## src/rtl/cqst_pkg.sv

```systemverilog
package cqst_pkg;

  localparam int CHANNELS = 128;
  localparam int BINS = 64;

  localparam int IDX_W = (CHANNELS > 1) ? $clog2(CHANNELS) : 1;
  localparam int BIN_W = $clog2(BINS);
  localparam int SUM_W = 22;
  localparam int DWELL_W = 16;
  localparam int DROP_W = 32;
  localparam int CFG_IDX_W = 2;
  localparam int CFG_DATA_W = 16;
  localparam int DIV_CNT_W = $clog2(SUM_W + 1);

  localparam logic [DWELL_W-1:0] DWELL_CEILING = 16'hFFFF;

  typedef enum logic [2:0] {
    ACT_NOTE      = 3'd0,
    ACT_GET       = 3'd1,
    ACT_CLR_ENTRY = 3'd2,
    ACT_CLR_TABLE = 3'd3,
    ACT_READ_DROP = 3'd4
  } act_e;

  typedef enum logic [1:0] {
    ST_DONE   = 2'd0,
    ST_REJECT = 2'd1,
    ST_SAT    = 2'd2,
    ST_FEW    = 2'd3
  } status_e;

  typedef enum logic [CFG_IDX_W-1:0] {
    CFG_BIN_ORIGIN = 2'd0,
    CFG_MIN_DWELLS = 2'd1
  } cfg_reg_e;

  typedef enum logic [1:0] {
    BK_IDLE,
    BK_EXEC,
    BK_DIV,
    BK_DONE
  } back_state_e;

  typedef struct packed {
    logic [2:0]        action;
    logic [7:0]        channel;
    logic signed [7:0] dwell_min_dbm;
    logic signed [7:0] dwell_mean_dbm;
    logic [15:0]       sample_count;
  } in_item_t;

  typedef struct packed {
    logic [1:0]        status;
    logic [15:0]       dwell_total;
    logic signed [7:0] floor_level;
    logic signed [7:0] busy_level;
    logic signed [7:0] average_dbm;
    logic [31:0]       dropped_total;
  } out_item_t;

  typedef struct packed {
    act_e             act;
    logic             ch_ok;
    logic [IDX_W-1:0] idx;
    logic             no_samples;
    logic [BIN_W-1:0] min_bin;
    logic [BIN_W-1:0] avg_bin;
  } cmd_t;

  typedef struct packed {
    logic [SUM_W-1:0]   bin_sum;
    logic [DWELL_W-1:0] dwell_count;
    logic [BIN_W-1:0]   lowest_bin;
    logic [BIN_W-1:0]   highest_bin;
  } entry_t;

  localparam int ENTRY_W = $bits(entry_t);

  function automatic logic [BIN_W-1:0] to_bin(logic signed [7:0] origin,
                                               logic signed [7:0] dbm);
    logic signed [9:0] d;
    d = $signed({{2{dbm[7]}}, dbm}) - $signed({{2{origin[7]}}, origin});
    if (d < 10'sd0) begin
      return '0;
    end else if (d > $signed(10'(BINS - 1))) begin
      return BIN_W'(BINS - 1);
    end else begin
      return d[BIN_W-1:0];
    end
  endfunction

  function automatic logic signed [7:0] bin_to_dbm(logic signed [7:0] origin,
                                                   logic [7:0] bin);
    logic signed [9:0] s;
    s = $signed({{2{origin[7]}}, origin}) + $signed({2'b00, bin});
    if (s > 10'sd127) begin
      return 8'sd127;
    end else if (s < -10'sd128) begin
      return -8'sd128;
    end else begin
      return s[7:0];
    end
  endfunction

endpackage

```

## src/rtl/cqst_front.sv

```systemverilog
module cqst_front (
  input  logic                  clk_i,
  input  logic                  rst_ni,
  input  logic                  in_valid_i,
  output logic                  in_stall_o,
  input  cqst_pkg::in_item_t    in_data_i,
  input  logic signed [7:0]     origin_i,
  output logic                  cmd_valid_o,
  output cqst_pkg::cmd_t        cmd_o,
  input  logic                  cmd_pop_i
);

  cqst_pkg::cmd_t buf_q [2];
  cqst_pkg::cmd_t cmd_d;
  logic           wr_ptr_q;
  logic           rd_ptr_q;
  logic [1:0]     cnt_q;
  logic           push;
  logic           pop;

  // classify the incoming transaction
  always_comb begin
    cmd_d.act        = cqst_pkg::act_e'(in_data_i.action);
    cmd_d.ch_ok      = {1'b0, in_data_i.channel} < 9'(cqst_pkg::CHANNELS);
    cmd_d.idx        = in_data_i.channel[cqst_pkg::IDX_W-1:0];
    cmd_d.no_samples = in_data_i.sample_count == 16'd0;
    cmd_d.min_bin    = cqst_pkg::to_bin(origin_i, in_data_i.dwell_min_dbm);
    cmd_d.avg_bin    = cqst_pkg::to_bin(origin_i, in_data_i.dwell_mean_dbm);
  end

  assign in_stall_o  = cnt_q == 2'd2;
  assign push        = in_valid_i && !in_stall_o;
  assign cmd_valid_o = cnt_q != 2'd0;
  assign pop         = cmd_pop_i && cmd_valid_o;
  assign cmd_o       = buf_q[rd_ptr_q];

  always_ff @(posedge clk_i) begin
    if (push) begin
      buf_q[wr_ptr_q] <= cmd_d;
    end
  end

  always_ff @(posedge clk_i or negedge rst_ni) begin
    if (!rst_ni) begin
      wr_ptr_q <= 1'b0;
      rd_ptr_q <= 1'b0;
      cnt_q    <= 2'd0;
    end else begin
      if (push) begin
        wr_ptr_q <= !wr_ptr_q;
      end
      if (pop) begin
        rd_ptr_q <= !rd_ptr_q;
      end
      if (push && !pop) begin
        cnt_q <= cnt_q + 2'd1;
      end else if (pop && !push) begin
        cnt_q <= cnt_q - 2'd1;
      end
    end
  end

endmodule

```

## config.mk

```make
export PLATFORM = sky130hd
export DESIGN_NAME = cqst_front
export DESIGN_NICKNAME = d
export VERILOG_FILES = /design/src/rtl/cqst_pkg.sv /design/src/rtl/cqst_front.sv
export SDC_FILE = /design/constraint.sdc
export NUM_CORES = 1
export LEC_CHECK = 0
export BUFFER_PORTS_ARGS = -buffer_cell sky130_fd_sc_hd__buf_2
export CORE_MARGIN = 2
export CORE_UTILIZATION = 25
export CTS_CLUSTER_SIZE = 12
export DETAILED_ROUTE_END_ITERATION = 16
export SLEW_MARGIN = 25
export SYNTH_ARGS = -nofsm -noshare
export SYNTH_HDL_FRONTEND = slang
export SYNTH_SLANG_ARGS = --single-unit
```

## constraint.sdc

```tcl
create_clock -name clk_i -period 2.49 [get_ports clk_i]
set_input_delay 0.1245 -clock clk_i [delete_from_list [all_inputs] [get_ports clk_i]]
set_output_delay 0.1245 -clock clk_i [all_outputs]
set_load 0.01 [all_outputs]
```

==> summary.md, run 1 <==
| Metric | Value |
|---|---|
| Clk Latency, worst-skew pair | `0.30 ns` |
| Syn Inst Count | `approximately 210` |
| Routability congestion estimate from global placement | `0.7706` |
| Unrepaired setup endpoints after global routing | `no` |
| Worst r2r path cells | `7` |
| Synth Area in Simple Gates | `under 10%` |
| Worst reg-to-reg setup slack | `around 0.97 ns` |
| Yosys reg bits | `52` |
| DR vias | `around 1900` |
| Syn Std Cell Area | `about 2800 sq um` |
| CP Capture Type | `register` |
| CTS Buf Count | `5` |
| Synth Area in Compound Gates | `9.855%` |
| Maximum clock path buffer count | `2` |
| Hold_ws | `between 0.02 and 0.025 ns` |
| Mux share of post-synthesis cell area | `10.17%` |
| Final net count | `approximately 380` |
| Synthesized net count | `287` |
| Die Wd | `approximately 110 um` |
| Max-slew headroom | `a little under three fifths` |
| CP Data Arrival Time | `around 2.4 ns` |
| Mean Syn Cell Area | `around 13 sq um` |
| Routed len/inst | `roughly 14 um` |
| Setup Buffers After CTS | `0` |
| Yosys cell types | `34` |
| CTS tree | `yes` |
| DR iter-0 viols | `between 90 and 100` |
| Post-Synth XOR/XNOR Area | `between 3 and 4%` |
| Top-Level Pins | `81` |
| Leakage power | `~1.5 nW` |
| Worst Path Required | `2.61 ns` |
| DR pass1 iterations | `4` |
| Warnings from Yosys | `0` |
| DIE AREA | `~12000 sq um` |
| Reg clk slew, reported paths | `~0.080 ns` |
| Max Cap Viol | `0` |
| GRT Overall Usage | `between 10% and 20%` |
| CTS root buf | `clkbuf_8` |
| Congestion Overflow GR | `0` |
| Final core occ | `31.96%` |
| Final setup viols | `0` |
| HPWL reported at the end of detailed placement | `4627 um` |
| Slew @ Worst Pin | `0.6644 ns` |
| Commonest non-fill, non-tap cell in the layout | `buf_2` |
| Global-route wire length before repair | `9197 um` |
| WL final | `6154 um` |
| Min-Delay Path Depth | `1` |
| FP Rows | `38` |
| Startpoint Class | `input pin` |
| H-tree levels | `2` |
| Total power | `~2.8 mW` |
| Hold_sp | `in_data_i[38]` |
| Max Slew Vio Count | `0` |
| DR vias/cell | `~4.3` |
| Outcome | `complete, no violations` |
| Final period util | `91.39%` |
| Launching point of the worst reg2reg path | `cnt_q[0]$_DFFE_PN0P_` |
| PortBufs | `80` |
| Dpl cells | `~430` |
| Post-Layout Cell Count | `approximately 440` |
| Clock Sinks | `52` |
| VDD IR max | `roughly 0.0007 V` |
| Hold_buf cts | `1` |
| Largest net degree at the start of global routing | `26` |
| Layout cells sized above 1 | `roughly a third` |
| Setup CP Type | `input pin to register` |
| Worst R2R End | `cnt_q[1]$_DFFE_PN0P_` |
| Hold/Removal Path Class | `input pin to register` |
| Most frequent cells in the layout | `buf_2 (80), edfxtp_1 (48), mux2_1 (25)` |
| Vias in the first global route | `about 1900` |
| Starting Density | `between 20% and 30%` |
| Hold worst-path end | `buf_q[1][19]$_DFFE_PP_` |
| Register area share after synthesis | `55.70%` |
| Die height | `109.2 um` |
| # diodes | `0` |
| DRT antenna net count | `0` |
| Synth Area in Adders | `10.04%` |
| Combinational family with the most area after synthesis | `multiplexers` |
| CTS resizes | `0` |
| Cell Pwr Density | `roughly 820 nW/um^2` |
| Fmax | `0.4394 GHz` |
| Skew final | `between 0.008 and 0.009 ns` |
| Final min period | `about 2.3 ns` |
| Fin. Hold Viols | `0` |
| CP max FO | `6` |
| Residual DRC | `0` |
| Antenna violations before repair | `0` |
| Layout area overhead | `25.18%` |
| Core area | `between 10000 and 15000 sq um` |
## through the flow
| step | instance area (sq um) | setup TNS [ns] | worst slack [ns] |
|---|---|---|---|
| finish | 3465 | 0 | 0.2144 |
| global route | 3465 | 0 | 0.1042 |
| CTS | 3447 | 0 | 0.2507 |
| detailed placement | 3357 | -0.6417 | -0.06962 |
| global placement | 3357 | 0 | 0.01484 |
| floorplan | 2768 | 0 | 0.2911 |
## cell type report
cell class	instances	area, sq um
clock buffers	7	76.32
clock inverters	1	3.754
fillers	1126	7376
inverters	16	60.06
multi-input cells	140	1165
flip-flops and latches	52	1541
well taps	140	175.2
repair buffers	85	442.9
## cell usage after synthesis
cell       instances  share of area [%]
o21a_1             4                1.1
a2111oi_0          1               0.32
nand3_2            1               0.36
o31a_1             2               0.63
nand2_1            8                1.1
mux2_1            25                 10
nand2b_1           5                1.1
a311o_1            1               0.36
and3_1             1               0.23
a21oi_1           18                3.3
xor2_1             7                2.2
nor3_1             1               0.18
fa_1               2                1.4
a21o_1             3               0.81
or2_1              1               0.23
clkbuf_1           3               0.41
o211ai_1           3               0.81
o211a_1            1               0.36
or3_1              1               0.23
ha_1              19                8.6
or4b_4             1               0.50
nor2b_1            2               0.45
or2_2              3               0.68
o2111a_1           1               0.41
nor2_1            10                1.4
o21ai_0            5               0.90
nor4_1             5                1.1
and4_1             1               0.32
o21bai_1           1               0.27
dfrtp_1            4                3.6
inv_1             16                2.2
xnor2_1            5                1.6
edfxtp_1          48                 52
o41ai_1            2               0.63
## cell families after synthesis
kind of cell | Yosys count
XOR/XNOR | 12
multiplexers | 25
buffers and inverters | 19
AO/OA/AOI/OAI | 42
AND/OR/NAND/NOR | 40
flip-flops | 52
adder cells (fa/ha/maj) | 21
## state kept, by name, indices dropped and copies added (netlist names)
signal,count
wr_ptr_q,1
cnt_q,2
rd_ptr_q,1
buf_q,48
## where the power goes
part	switching (mW)	total, mW	internal [mW]	leakage (nW)
Combinational	0.639	1.11	0.471	0.935
Sequential	0.0583	1.29	1.23	0.492
Clock	0.254	0.450	0.196	0.0399
## per-layer routing
metal,part of all wire (%),track usage [%],wire length [um],vias up
met1,44,12.36,2723,885
met3,5.5,2.451,339,8
met2,49,18.06,3017,60
met5,0,0,0,-
met4,1.2,2.712,74,0
li1,-,-,-,965
## worst max-delay path, cell delays in order
cell and delay (ns):
buf_2 0.15, inv_1 0.08, ha_1 0.26, nor2b_1 0.15, o31a_1 0.27, o41ai_1 0.31, mux2_1 0.37, a311o_1 0.43
a21oi_1 0.26
## worst max path at each step
| stage | startpoint | endpoint | slack (ns) | depth (start not counted) |
|---|---|---|---|---|
| 6_report | origin_i[1] | buf_q[0][7]$_DFFE_PP_ | 0.21 | 9 |
| 5_1_grt | origin_i[1] | buf_q[0][7]$_DFFE_PP_ | 0.10 | 9 |
| 4_1_cts | origin_i[1] | buf_q[0][7]$_DFFE_PP_ | 0.25 | 9 |
| 3_5_place_dp | origin_i[1] | buf_q[0][7]$_DFFE_PP_ | -0.07 | 9 |
| 3_3_place_gp | origin_i[1] | buf_q[0][7]$_DFFE_PP_ | 0.01 | 9 |
| 2_1_floorplan | in_data_i[16] | buf_q[0][0]$_DFFE_PP_ | 0.29 | 9 |
No activity file was read; power rests on OpenSTA's default activity.
==> inputs of run 2 (changes only) <==
--- a/config.mk
+++ b/config.mk
@@ -6,10 +6,13 @@
 export NUM_CORES = 1
 export LEC_CHECK = 0
 export BUFFER_PORTS_ARGS = -buffer_cell sky130_fd_sc_hd__buf_2
+export CELL_PAD_IN_SITES_DETAIL_PLACEMENT = 1
+export CELL_PAD_IN_SITES_GLOBAL_PLACEMENT = 2
 export CORE_MARGIN = 2
 export CORE_UTILIZATION = 25
 export CTS_CLUSTER_SIZE = 12
 export DETAILED_ROUTE_END_ITERATION = 16
+export PLACE_DENSITY_LB_ADDON = 0.1
 export SLEW_MARGIN = 25
 export SYNTH_ARGS = -nofsm -noshare
 export SYNTH_HDL_FRONTEND = slang
==> summary.md, run 2 (synthesized netlist as in run 1, its figures left out) <==
| Metric | Value |
|---|---|
| Outcome | `complete, no violations` |
| DR vias | `1968 (+2.6%)` |
| Max Slew Vio Count | `0 (unchanged)` |
| Largest regs | `buf_q: 48 flops, cnt_q: 2 flops` |
| Hold_buf cts | `5 (+4)` |
| Total power | `2.972 mW (+4.4%)` |
| Post-route setup slack | `0.3178 ns (+0.1034 ns)` |
| # diodes | `0 (unchanged)` |
| FP Rows | `38 (unchanged)` |
| Sequential power share | `43.4% (-1.8 points)` |
| Max FFs per register | `48 (unchanged)` |
| GRT Overall Usage | `11.22% (+1.0 points)` |
| VDD IR max | `0.0005298 V (-24%)` |
| Worst r2r path cells | `7 (unchanged)` |
| Setup Buffers After CTS | `0 (unchanged)` |
| Startpoint Class | `input pin` |
| CP Data Arrival Time | `2.30 ns (-0.09 ns)` |
| Hold worst-path end | `buf_q[1][16]$_DFFE_PP_` |
| Hold_ws | `0.01465 ns (-0.005365 ns)` |
| Worst reg-to-reg setup slack | `0.94 ns (-0.03 ns)` |
| Fin area | `3548 sq um (+2.4%)` |
| Worst R2R End | `cnt_q[1]$_DFFE_PN0P_` |
| Top-Level Pins | `81 (unchanged)` |
| Final setup TNS | `0 ns (unchanged)` |
| Die height | `109.2 um (unchanged)` |
| DR pass1 iterations | `4 (unchanged)` |
| Clk Latency, worst-skew pair | `0.30 ns (about the same)` |
| Clk pwr share | `19.2% (+3.4 points)` |
| Dpl cells | `434 (+0.70%)` |
| Area of placed instances | `3379 sq um (+0.67%)` |
| Cell Pwr Density | `837.6 nW/um^2 (+1.9%)` |
| DR iter-0 viols | `48 (-51%)` |
| Max-slew headroom | `57.71% (+2.5 points)` |
| CTS Buf Count | `5 (unchanged)` |
| Max Cap Viol | `0 (unchanged)` |
| DRT antenna net count | `0 (unchanged)` |
| Fin. Hold Viols | `0 (unchanged)` |
| Commonest non-fill, non-tap cell in the layout | `buf_2` |
| H-tree levels | `2 (unchanged)` |
| Global-route wire length before repair | `10290 um (+12%)` |
| Final period util | `87.24% (-4.2 points)` |
| WL final | `6406 um (+4.1%)` |
| Largest net degree at the start of global routing | `26 (unchanged)` |
| Leakage power | `1.508 nW (+2.8%)` |
| Unrepaired setup endpoints after global routing | `no` |
| Layout cells sized above 1 | `32.90% (+1.3 points)` |
| Fmax | `0.4604 GHz (+4.8%)` |
| Routed len/inst | `14.33 um (+2.7%)` |
| CTS root buf | `clkbuf_8` |
| Min-Delay Path Depth | `1 (unchanged)` |
| Sw Pwr | `0.9682 mW (+1.8%)` |
| Skew final | `0.006592 ns (-0.001812 ns)` |
| DR vias/cell | `4.403 (+1.2%)` |
| Net Sw Frac | `32.57% (-0.84 points)` |
| Layout area overhead | `28.21%` |
| Core area | `10840 sq um (unchanged)` |
| CTS resizes | `0 (unchanged)` |
| Launching point of the worst reg2reg path | `cnt_q[0]$_DFFE_PN0P_` |
| Vias in the first global route | `2092 (+11%)` |
| Hold/Removal Path Class | `input pin to register` |
| Reg clk slew, reported paths | `0.09 ns (about the same)` |
| Residual DRC | `0 (unchanged)` |
| Final setup viols | `0 (unchanged)` |
| Slew @ Worst Pin | `0.6275 ns (-0.03682 ns)` |
| Die Wd | `109.2 um (unchanged)` |
| Clock Sinks | `52 (unchanged)` |
| CP Capture Type | `register` |
| Setup CP Type | `input pin to register` |
| DIE AREA | `11930 sq um (unchanged)` |
| Final min period | `2.172 ns (-0.1034 ns)` |
| Final core occ | `32.73% (+0.77 points)` |
| Maximum clock path buffer count | `2 (unchanged)` |
| Largest Register | `buf_q` |
| CTS tree | `yes` |
| Hold_sp | `in_data_i[35]` |
| CP max FO | `6 (unchanged)` |
| Gate power share | `37.5% (-1.5 points)` |
| Final net count | `382 (+1.6%)` |
| Most frequent cells in the layout | `buf_2 (80), edfxtp_1 (48), mux2_1 (25)` |
| Starting Density | `25.53% (unchanged)` |
| HPWL reported at the end of detailed placement | `4910 um (+6.1%)` |
| Antenna violations before repair | `0 (unchanged)` |
| Fill count | `1227 (+9.0%)` |
| Worst Path Required | `2.62 ns (about the same)` |
| Internal | `2.004 mW (+5.7%)` |
| Routability congestion estimate from global placement | `0.6801 (-12%)` |
| Pre-CTS setup slack | `-0.03415 ns (+0.03547 ns)` |
| Congestion Overflow GR | `0 (unchanged)` |
| PortBufs | `80 (unchanged)` |
| Post-Layout Cell Count | `447 (+1.4%)` |
[run 2: critical path, stage by stage]
cell and delay, ns:
buf_2 0.10, inv_1 0.06, ha_1 0.26, nor2b_1 0.14
o31a_1 0.26, o41ai_1 0.35, mux2_1 0.36, a311o_1 0.42
a21oi_1 0.23
[run 2: metal layers]
layer / vias to the layer above / track usage, % / share of wire, %
met5: - / 0 / 0
met4: 0 / 2.984 / 1.2
met3: 5 / 1.913 / 4.4
met2: 48 / 20.14 / 51
met1: 940 / 13.84 / 44
li1: 975 / - / -
[run 2: cell type report]
class	count	area (sq um)	share of cell area, %
Inverter	16	60.06	1.693
Clock inverter	3	42.54	1.199
Tap cell	140	175.2	4.937
Timing Repair Buffer	91	495.5	13.96
Sequential cell	52	1541	43.44
Clock buffer	5	68.82	1.939
Multi-Input combinational cell	140	1165	32.83
[run 2: power by group through the flow]
stage | Clock [mW] | Sequential (mW) | Combinational, mW
3_3_place_gp | 0 | 1.30 | 1.13
6_report | 0.569 | 1.29 | 1.11
2_1_floorplan | 0 | 1.30 | 0.701
5_1_grt | 0.629 | 1.31 | 1.25
3_5_place_dp | 0 | 1.31 | 1.14
4_1_cts | 0.592 | 1.29 | 1.16
[run 2: worst max path at each step]
| stage | from | endpoint | slack (ns) | cells after the start |
|---|---|---|---|---|
| 6_report | origin_i[1] | buf_q[1][7]$_DFFE_PP_ | 0.32 | 9 |
| 5_1_grt | origin_i[1] | buf_q[0][9]$_DFFE_PP_ | 0.14 | 9 |
| 4_1_cts | origin_i[1] | buf_q[1][7]$_DFFE_PP_ | 0.28 | 9 |
| 3_5_place_dp | origin_i[1] | buf_q[0][7]$_DFFE_PP_ | -0.03 | 9 |
| 3_3_place_gp | origin_i[1] | buf_q[0][6]$_DFFE_PP_ | -0.02 | 9 |
| 2_1_floorplan | in_data_i[16] | buf_q[0][0]$_DFFE_PP_ | 0.29 | 9 |
==> inputs of run 3 (changes only) <==
--- a/config.mk
+++ b/config.mk
@@ -5,6 +5,7 @@
 export SDC_FILE = /design/constraint.sdc
 export NUM_CORES = 1
 export LEC_CHECK = 0
+export ABC_AREA = 1
 export BUFFER_PORTS_ARGS = -buffer_cell sky130_fd_sc_hd__buf_2
 export CELL_PAD_IN_SITES_DETAIL_PLACEMENT = 1
 export CELL_PAD_IN_SITES_GLOBAL_PLACEMENT = 2
==> summary.md, run 3 <==
| Metric | Value |
|---|---|
| Met2 Use GR | `20.16% (about the same)` |
| Synth area leaders | `edfxtp_1 (48%), nand2_1 (16%), ha_1 (7.9%)` |
| Final setup viols | `0 (unchanged)` |
| Launching point of the worst reg2reg path | `cnt_q[0]$_DFFE_PN0P_` |
| Vias in the first global route | `2439 (+17%)` |
| Max FFs per register | `48 (unchanged)` |
| CP max FO | `25 (+19)` |
| Max Slew Vio Count | `0 (unchanged)` |
| Clk Latency, worst-skew pair | `0.29 ns (about the same)` |
| Largest regs | `buf_q: 48 flops, cnt_q: 2 flops` |
| Syn Inst Count | `333 (+58%)` |
| Max-slew headroom | `45.59% (-12 points)` |
| PortBufs | `80 (unchanged)` |
| Clock Sinks | `52 (unchanged)` |
| Final min period | `1.879 ns (-0.2937 ns)` |
| Routability congestion estimate from global placement | `0.6770 (-0.46%)` |
| Antenna violations before repair | `0 (unchanged)` |
| Grt met1 use | `13.95% (+0.12 points)` |
| DRT antenna net count | `0 (unchanged)` |
| Synthesized net count | `409 (+43%)` |
| Commonest non-fill, non-tap cell in the layout | `nand2_1` |
| Min-Delay Path Depth | `1 (unchanged)` |
| DR vias | `2355 (+20%)` |
| DR iter-0 viols | `66 (+38%)` |
| Post-route setup slack | `0.6115 ns (+0.2937 ns)` |
| CP Buf/Inv Count | `2 (unchanged)` |
| Mean Syn Cell Area | `9.021 sq um (-31%)` |
| GR Util met3 | `1.913% (about the same)` |
| Layout area overhead | `25.41%` |
| Leakage power | `1.875 nW (+24%)` |
| CTS tree | `yes` |
| Cell Pwr Density | `883.7 nW/um^2 (+5.5%)` |
| Critical path cell sequence | `clkinv_1 > nand2_1 > nand2_1 > buf_2` |
| Register area share after synthesis | `51.31% (-4.4 points)` |
| Commonest cells post-synth | `nand2_1 (126), edfxtp_1 (48), inv_1 (48)` |
| Final core occ | `31.76% (-0.97 points)` |
| Startpoint Class | `register` |
| CP Capture Type | `output port` |
| Syn Std Cell Area | `3004 sq um (+8.5%)` |
| Outcome | `complete, no violations` |
| Yosys reg bits | `52 (unchanged)` |
| DR pass1 iterations | `4 (unchanged)` |
| Fmax | `0.5323 GHz (+16%)` |
| Most frequent cells in the layout | `nand2_1 (126), buf_2 (80), inv_1 (48), edfxtp_1 (48), ha_1 (19)` |
| GRT Overall Usage | `11.42% (+0.20 points)` |
| Maximum clock path buffer count | `2 (unchanged)` |
| Die Wd | `113.6 um (+4.0%)` |
| Slew @ Worst Pin | `0.8111 ns (+0.1836 ns)` |
| DR vias/cell | `4.153 (-5.7%)` |
| Layout cells sized above 1 | `25.95% (-6.9 points)` |
| Worst Path Required | `2.37 ns (-0.25 ns)` |
| Worst R2R End | `cnt_q[1]$_DFFE_PN0P_` |
| Worst reg-to-reg setup slack | `0.71 ns (-0.23 ns)` |
| Reg clk slew, reported paths | `0.06 ns (-0.03 ns)` |
| CP Data Arrival Time | `1.75 ns (-0.55 ns)` |
| Fin. Hold Viols | `0 (unchanged)` |
| Max Cap Viol | `0 (unchanged)` |
| CTS resizes | `0 (unchanged)` |
| Die height | `113.6 um (+4.0%)` |
| WL final | `7044 um (+10%)` |
| CTS Buf Count | `5 (unchanged)` |
| HPWL reported at the end of detailed placement | `5535 um (+13%)` |
| Setup Buffers After CTS | `0 (unchanged)` |
| Largest net degree at the start of global routing | `26 (unchanged)` |
| Warnings from Yosys | `0 (unchanged)` |
| Hold_sp | `in_data_i[40]` |
| Final net count | `495 (+30%)` |
| CP max stage cell | `clkinv_1` |
| Final setup TNS | `0 ns (unchanged)` |
| Count leader, synth | `nand2_1` |
| Ys async rst share | `7.692% (unchanged)` |
| Largest Register | `buf_q` |
| FP Rows | `40 (+5.3%)` |
| Family with the most delay on the worst path | `buffers and inverters` |
| Hold/Removal Path Class | `input pin to register` |
| Share of the synthesized area in the top cell type | `47.98% (-4.1 points)` |
| CP peak stage delay | `0.64 ns (+0.22 ns)` |
| Yosys cell types | `24 (-29%)` |
| DIE AREA | `12910 sq um (+8.2%)` |
| Routed len/inst | `12.42 um (-13%)` |
| # diodes | `0 (unchanged)` |
| Final period util | `75.44% (-12 points)` |
| Unrepaired setup endpoints after global routing | `no` |
| Setup CP Type | `register to output port` |
| Yosys top cell by area | `edfxtp_1` |
| Worst r2r path cells | `6 (-1)` |
| Ys flop type | `edfxtp_1` |
| H-tree levels | `2 (unchanged)` |
| VDD IR max | `0.0002841 V (-46%)` |
| Congestion Overflow GR | `0 (unchanged)` |
| Count of flip-flops with a built-in enable after synthesis | `48 (unchanged)` |
| Core area | `11860 sq um (+9.4%)` |
| Hold_ws | `0.01996 ns (+0.005313 ns)` |
| Top-Level Pins | `81 (unchanged)` |
| Global-route wire length before repair | `11620 um (+13%)` |
| Residual DRC | `0 (unchanged)` |
| Hold worst-path end | `buf_q[1][21]$_DFFE_PP_` |
| Starting Density | `25.33% (-0.20 points)` |
| Pre-CTS setup slack | `0.6233 ns (+0.6574 ns)` |
| Skew final | `0.007400 ns (+0.0008079 ns)` |
| Busiest layer in global routing | `met2` |
| CTS root buf | `clkbuf_16` |
| Most frequent CP cell | `nand2_1` |
## run 3: cell types whose count changed after synthesis, sizes merged, moves of 3 or more
cell | previous run | this run
inv | 16 | 48
nand2 | 8 | 140
o21ai | 5 | 2
o21a | 4 | 0
nand2b | 5 | 0
o211ai | 3 | 0
a21oi | 18 | 7
a21o | 3 | 0
nand3 | 1 | 20
clkinv | 0 | 3
mux2 | 25 | 0
## run 3: worst reg2reg max path, cell delays in order, from the launching register on
cell	delay, ns
dfrtp_1	0.42
o21ai_0	0.41
inv_1	0.13
ha_1	0.34
a21oi_1	0.12
o21ai_0	0.11
xor2_1	0.15
## run 3: report_power, final
| part | internal (mW) | switching [mW] |
|---|---|---|
| clock | 0.475 | 0.284 |
| sequential | 1.22 | 0.0596 |
| combinational | 0.454 | 0.833 |
## run 3: layout make-up
class | count | area [sq um]
well taps | 147 | 183.9
repair buffers | 84 | 432.9
clock buffers | 7 | 132.6
inverters | 51 | 191.4
flip-flops and latches | 52 | 1541
clock inverters | 1 | 30.03
fillers | 1416 | 8094
multi-input cells | 225 | 1255
## run 3: cell families (layout without fill, tap and decap cells)
group / count (synthesis) / in the layout / synth area share, %
AO/OA/AOI/OAI: 11 / 11 / 2.749
XOR/XNOR: 9 / 9 / 2.624
adder cells (fa/ha/maj): 21 / 21 / 9.246
buffers and inverters: 56 / 143 / 7.080
flip-flops: 52 / 52 / 51.31
AND/OR/NAND/NOR: 184 / 184 / 26.99
## run 3: how the worst max path moves through the flow
stage	from	end	depth (start not counted)
after floorplan	cnt_q[1]$_DFFE_PN0P_	buf_q[1][0]$_DFFE_PP_	3
final	rd_ptr_q$_DFFE_PN0P_	cmd_o[2]	4
after detailed placement	origin_i[0]	buf_q[0][0]$_DFFE_PP_	13
after global routing	rd_ptr_q$_DFFE_PN0P_	cmd_o[4]	4
after CTS	rd_ptr_q$_DFFE_PN0P_	cmd_o[2]	4
after global placement	origin_i[0]	buf_q[0][4]$_DFFE_PP_	13
## run 3: stage by stage
stage                     cell area, sq um  instances  total power, mW
after floorplan                       3004        333            2.113
after global placement                3595        558            2.621
after detailed placement              3595        558            2.646
after CTS                             3767        567            3.415
after global routing                  3767        567            3.587
final                                 3767        567            3.329
## run 3: routing by layer
metal / wire length (um) / vias up
li1: - / 1231
met1: 3201 / 1064
met2: 3470 / 52
met3: 268 / 8
met4: 104 / 0
met5: 0 / -
## run 3: timing repair
action                     4_1_cts  5_1_grt
setup endpoints to repair        0        0
hold endpoints to repair         4        0
hold buffers                     1        0
